File: src/rtl/tbpf_pkg.sv
// tbpf_pkg: types, codes and default sizes for the three-band priority fifo
// used by every module of the block but tbpf_ram; depends on nothing else
`timescale 1ns / 1ps

package tbpf_pkg;

   // default sizes, taken as defaults by the top level parameters
   localparam int BAND_DEPTH_DEF  = 1024;
   localparam int NUM_BANDS_DEF   = 3;
   localparam int PRIO_LEVELS_DEF = 16;
   localparam int HANDLE_BITS_DEF = 16;

   // fixed field widths
   localparam int KIND_W      = 2;
   localparam int PRIO_W      = 4;
   localparam int STATUS_W    = 3;
   localparam int BAND_USED_W = 2;
   localparam int COUNT_W     = 11;
   localparam int MAP_W       = 32;
   localparam int MAP_ENTRY_W = 2;
   localparam int CSR_DATA_W  = 32;
   localparam int CSR_INDEX_W = 1;

   // register reset values
   localparam logic [MAP_W-1:0]   PRIORITY_MAP_RESET = 32'h5555_09A9;
   localparam logic [COUNT_W-1:0] QUEUE_LIMIT_RESET  = 11'd1000;

   // register indexes
   localparam logic [CSR_INDEX_W-1:0] CSR_PRIORITY_MAP = 1'b0;
   localparam logic [CSR_INDEX_W-1:0] CSR_QUEUE_LIMIT  = 1'b1;

   // operation codes; the unused code behaves as a flush
   localparam logic [KIND_W-1:0] KIND_ENQUEUE = 2'd0;
   localparam logic [KIND_W-1:0] KIND_DEQUEUE = 2'd1;
   localparam logic [KIND_W-1:0] KIND_FLUSH   = 2'd2;

   typedef enum logic [STATUS_W-1:0] {
      STATUS_ENQUEUED = 3'd0,
      STATUS_DROPPED  = 3'd1,
      STATUS_DEQUEUED = 3'd2,
      STATUS_EMPTY    = 3'd3,
      STATUS_FLUSHED  = 3'd4
   } status_type;

   typedef enum logic [1:0] {
      ST_IDLE,
      ST_EXEC,
      ST_PEEK,
      ST_LOAD
   } ctrl_state_type;

   // controller to datapath
   typedef struct packed {
      logic accept;
      logic execute;
      logic peek;
      logic publish;
   } ctrl_cmd_type;

   // datapath to controller
   typedef struct packed {
      logic out_free;
   } ctrl_status_type;

endpackage

File: src/rtl/tbpf_ctrl.sv
// tbpf_ctrl: sequencer for one queue operation at a time
// uses tbpf_pkg for the state and command types
`timescale 1ns / 1ps

module tbpf_ctrl
   import tbpf_pkg::*;
(
   input  logic            clock,
   input  logic            reset,
   input  logic            req_valid,
   output logic            req_stall,
   input  ctrl_status_type dp_status,
   output ctrl_cmd_type    cmd
);

   ctrl_state_type state_ff;
   ctrl_state_type state_in;

   // state register
   always_ff @(posedge clock) begin
      if (reset) begin
         state_ff <= ST_IDLE;
      end else begin
         state_ff <= state_in;
      end
   end

   // next state and commands
   always_comb begin
      state_in  = state_ff;
      cmd       = '0;
      req_stall = 1'b1;
      case (state_ff)
         ST_IDLE: begin
            req_stall = 1'b0;
            if (req_valid) begin
               cmd.accept = 1'b1;
               state_in   = ST_EXEC;
            end
         end
         ST_EXEC: begin
            cmd.execute = 1'b1;
            state_in    = ST_PEEK;
         end
         ST_PEEK: begin
            cmd.peek = 1'b1;
            state_in = ST_LOAD;
         end
         ST_LOAD: begin
            if (dp_status.out_free) begin
               cmd.publish = 1'b1;
               state_in    = ST_IDLE;
            end
         end
         default: begin
            state_in = ST_IDLE;
         end
      endcase
   end

endmodule

File: config.mk
export PLATFORM = sky130hd
export DESIGN_NAME = tbpf_ctrl
export DESIGN_NICKNAME = d
export VERILOG_FILES = /design/src/rtl/tbpf_pkg.sv /design/src/rtl/tbpf_ctrl.sv
export SDC_FILE = /design/constraint.sdc
export NUM_CORES = 1
export LEC_CHECK = 0
export BUFFER_PORTS_ARGS = -buffer_cell sky130_fd_sc_hd__buf_2
export CAP_MARGIN = 15
export CORE_AREA = 5 5 42 44
export DETAILED_ROUTE_END_ITERATION = 8
export DIE_AREA = 0 0 47 49
export GPL_TIMING_DRIVEN = 0
export REMOVE_ABC_BUFFERS = 1
export SYNTH_ARGS = -nofsm -noshare
export SYNTH_HDL_FRONTEND = slang
export SYNTH_SLANG_ARGS = --single-unit
File: constraint.sdc
create_clock -name clock -period 2.2 [get_ports clock]
set_clock_uncertainty 0.15 [all_clocks]
set_input_delay 0.33 -clock clock [delete_from_list [all_inputs] [get_ports clock]]
set_output_delay 0.33 -clock clock [all_outputs]
set_load 0.05 [all_outputs]
**Word-level counts from Yosys, hierarchy flattened**

Cells that the tools add are included.

- Output and inout bits: 5
- Flip-flop bits (word level): 2

- Reductions and logical operators: 2
- Eq/ne operators: 5
- Mux-type cells: 10

Operators by type and width:

| operator | number |
|---|---|
| 2-bit case mux with 4 select lines | 1 |
| 1-bit 2-to-1 mux | 7 |
| 2-bit equality test, second input constant | 2 |
| 2-bit 2-to-1 mux | 2 |
| 2-bit inequality test, second input constant | 2 |
| 2-bit by 1-bit equality test with 1-bit output, second input constant | 1 |
| 2-bit logical NOT | 1 |
| 2-bit AND reduction | 1 |

**Longest topological paths before layout**

- Word-level depth: 3
- Gate-level depth with buffers: 5

**Worst setup path after synthesis**

OpenSTA, ideal clock, no wires.

- Kind: register to register
- Start: register state_ff[0]
- End: register state_ff[0]
- Required time: 1.980 ns
- Library setup time: 0.070 ns
- Arrival time: 1.418 ns
- Slack: 0.562 ns
- Cell stages (with the launch flop): 6
- Period minus slack after synthesis: 1.638 ns
- Path through: dfxtp_1 > inv_1 > ha_1 > nor2_8 > or3_1 > a21oi_1

- Word-level cells in the longest chain between the ends: 3

RTL lines:

| what | RTL line | RTL |
|---|---|---|
| start, declared | tbpf_ctrl.sv:16 | `ctrl_state_type state_ff;` |
| start signal, assigned | tbpf_ctrl.sv:24 | `state_ff <= state_in;` |
| 2-bit equality test or 2-bit logical NOT (tied branches) | tbpf_ctrl.sv:33 | `case (state_ff)` |
| 2-bit inequality test (no source line) | n/a |  |
| 2-bit AND reduction (no source line) | n/a |  |

Parallel ways exist; a longest one is shown, timed or not.
A chain may end at the register's enable or synchronous reset.

==> metrics.txt <==
synthesis warning total 0; post-synthesis register bit count 2; Syn Inst Count 21; leading area contributor after synthesis ha_1; RSZ-0062 raised after global routing no; startpoint type of the worst setup path register; grt total ovfl 0; routability congestion estimate 0.5995; die height 49 µm; Post-CTS Resized 0; Post-CTS Hold Fix Bufs 0; setup TNS 0 ps; IO buf count 8; largest fanout on the critical path 4; Top reg by flops state_ff; outcome finished clean; Layout Utilization 20.54%; Die ar. 2303 µm²; # setup viols final 0; register area share after synthesis 19.51%; Syn Area/Cell 9.771 µm²; initial core utilization 14.64%; vias in the first global route 179; total inserted antenna cells 0; post-CTS setup buffer count 0; TritonRoute pass-1 iters 2; Final Hold Viols 0; final antenna-violating net count 0; crit path DAT 1280 ps; total CTS buffers 3; drt first-iter violations 1; H-tree level count 1; Tmin final 1762 ps; required time worst endpoint 1720 ps; Largest regs state_ff: 2 flops; normalized max-slew margin 83.37%; vias post-DR 168; final period utilization 80.07%; CTS tree yes; Die W 47 µm; sinks on the clock net 2; clk root buf clkbuf_4; Hold Path Class in -> reg; GR Util All Layers 4.290%; Synth cell types 12; Worst-path clk slew 30 ps; Wirelength per Cell 8.083 µm; core area 1401 µm²; post-synth top area share 30.49%; Area growth syn-to-layout 40.24%; DRT Wirelength 388 µm; first-pass GRT wire length 614 µm; max reg flops 2; Cell Area, Synth 205.2 µm²; ranking of synthesized cells by area ha_1, dfxtp_1, nor2_8, nor2b_4, inv_1; maximum clock rate 567.7 MHz; # Max-Cap Violations 0; Boundary Pins 9; layout cells sized above 1 46.88%; initial antenna violation count 0; Crit. End Element output port; pin count of the biggest net entering global routing 5; Residual DRC 0; Slew Limit Fails 0; NumNets Final 43; CTS Buffer Depth 2; Vias/cell 3.500; Worst-Skew Late Latency 230 ps; Site Rows 14; Worst-Margin Slew 251.1 ps; kind of critical path reg -> out
stage by stage:
step / hold slack [ps] / cell area (µm²) / setup slack [ps] / instances
floorplan: 249.1 / 205.2 / 561.9 / 21
global placement: 362.3 / 265.3 / 617.0 / 45
detailed placement: 363.0 / 265.3 / 608.9 / 45
CTS: 119.3 / 287.8 / 417.1 / 48
global route: 127.7 / 287.8 / 361.5 / 48
finish: 125.6 / 287.8 / 438.5 / 48
cells by family after synthesis:
group,count (synthesis),share of synthesized area [%]
AOI/OAI and AO/OA,4,9.756
adders and majority gates,5,30.49
buffers and inverters,3,5.487
DFF,2,19.51
and+or+nand+nor,7,34.76
Yosys cell counts:
| library cell | number |
|---|---|
| nor2_8 | 1 |
| or3b_1 | 1 |
| a21oi_1 | 2 |
| nor2b_4 | 1 |
| or3_1 | 1 |
| nor2b_2 | 1 |
| and2_1 | 1 |
| ha_1 | 5 |
| and2_2 | 1 |
| inv_1 | 3 |
| o21ai_1 | 2 |
| dfxtp_1 | 2 |
cell type report:
type,instances,area [µm²]
Clock buffer,3,22.52
Fill cell,168,1114
Inverter,3,11.26
Multi-Input combinational cell,16,153.9
Sequential cell,2,40.04
Tap cell,16,20.02
Timing Repair Buffer,8,40.04
cell usage in the layout, fill, tap and decap left out:
cell type	count
buf_2	8
ha_1	5
inv_1	3
clkbuf_4	3
o21ai_1	2
a21oi_1	2
dfxtp_1	2
and2_1	1
and2_2	1
nor2b_2	1
nor2b_4	1
or3b_1	1
nor2_8	1
or3_1	1
metal layers:
| metal | global-route usage [%] | vias to the layer above | share of wire [%] |
|---|---|---|---|
| li1 | - | 89 | - |
| met1 | 2.845 | 69 | 31 |
| met2 | 6.109 | 8 | 49 |
| met3 | 2.214 | 2 | 14 |
| met4 | 6.912 | 0 | 4.9 |
| met5 | 0 | - | 0 |
path summary, 6_finish.rpt:
path,start,end,slack (ps),cells past startpoint
max,state_ff[0],cmd[3],440,4
min,reset,state_ff[1],130,2
max reg2reg,state_ff[0],state_ff[0],610,5
min reg2reg,state_ff[1],state_ff[1],370,2
critical path, stage by stage, from the launching register on:
cell and delay, ps:
dfxtp_1 370, inv_1 100, ha_1 220, and2_2 170, buf_2 200
Power is not shown: default switching activity piles up to over one toggle a cycle in this logic, so the estimate is an artifact.
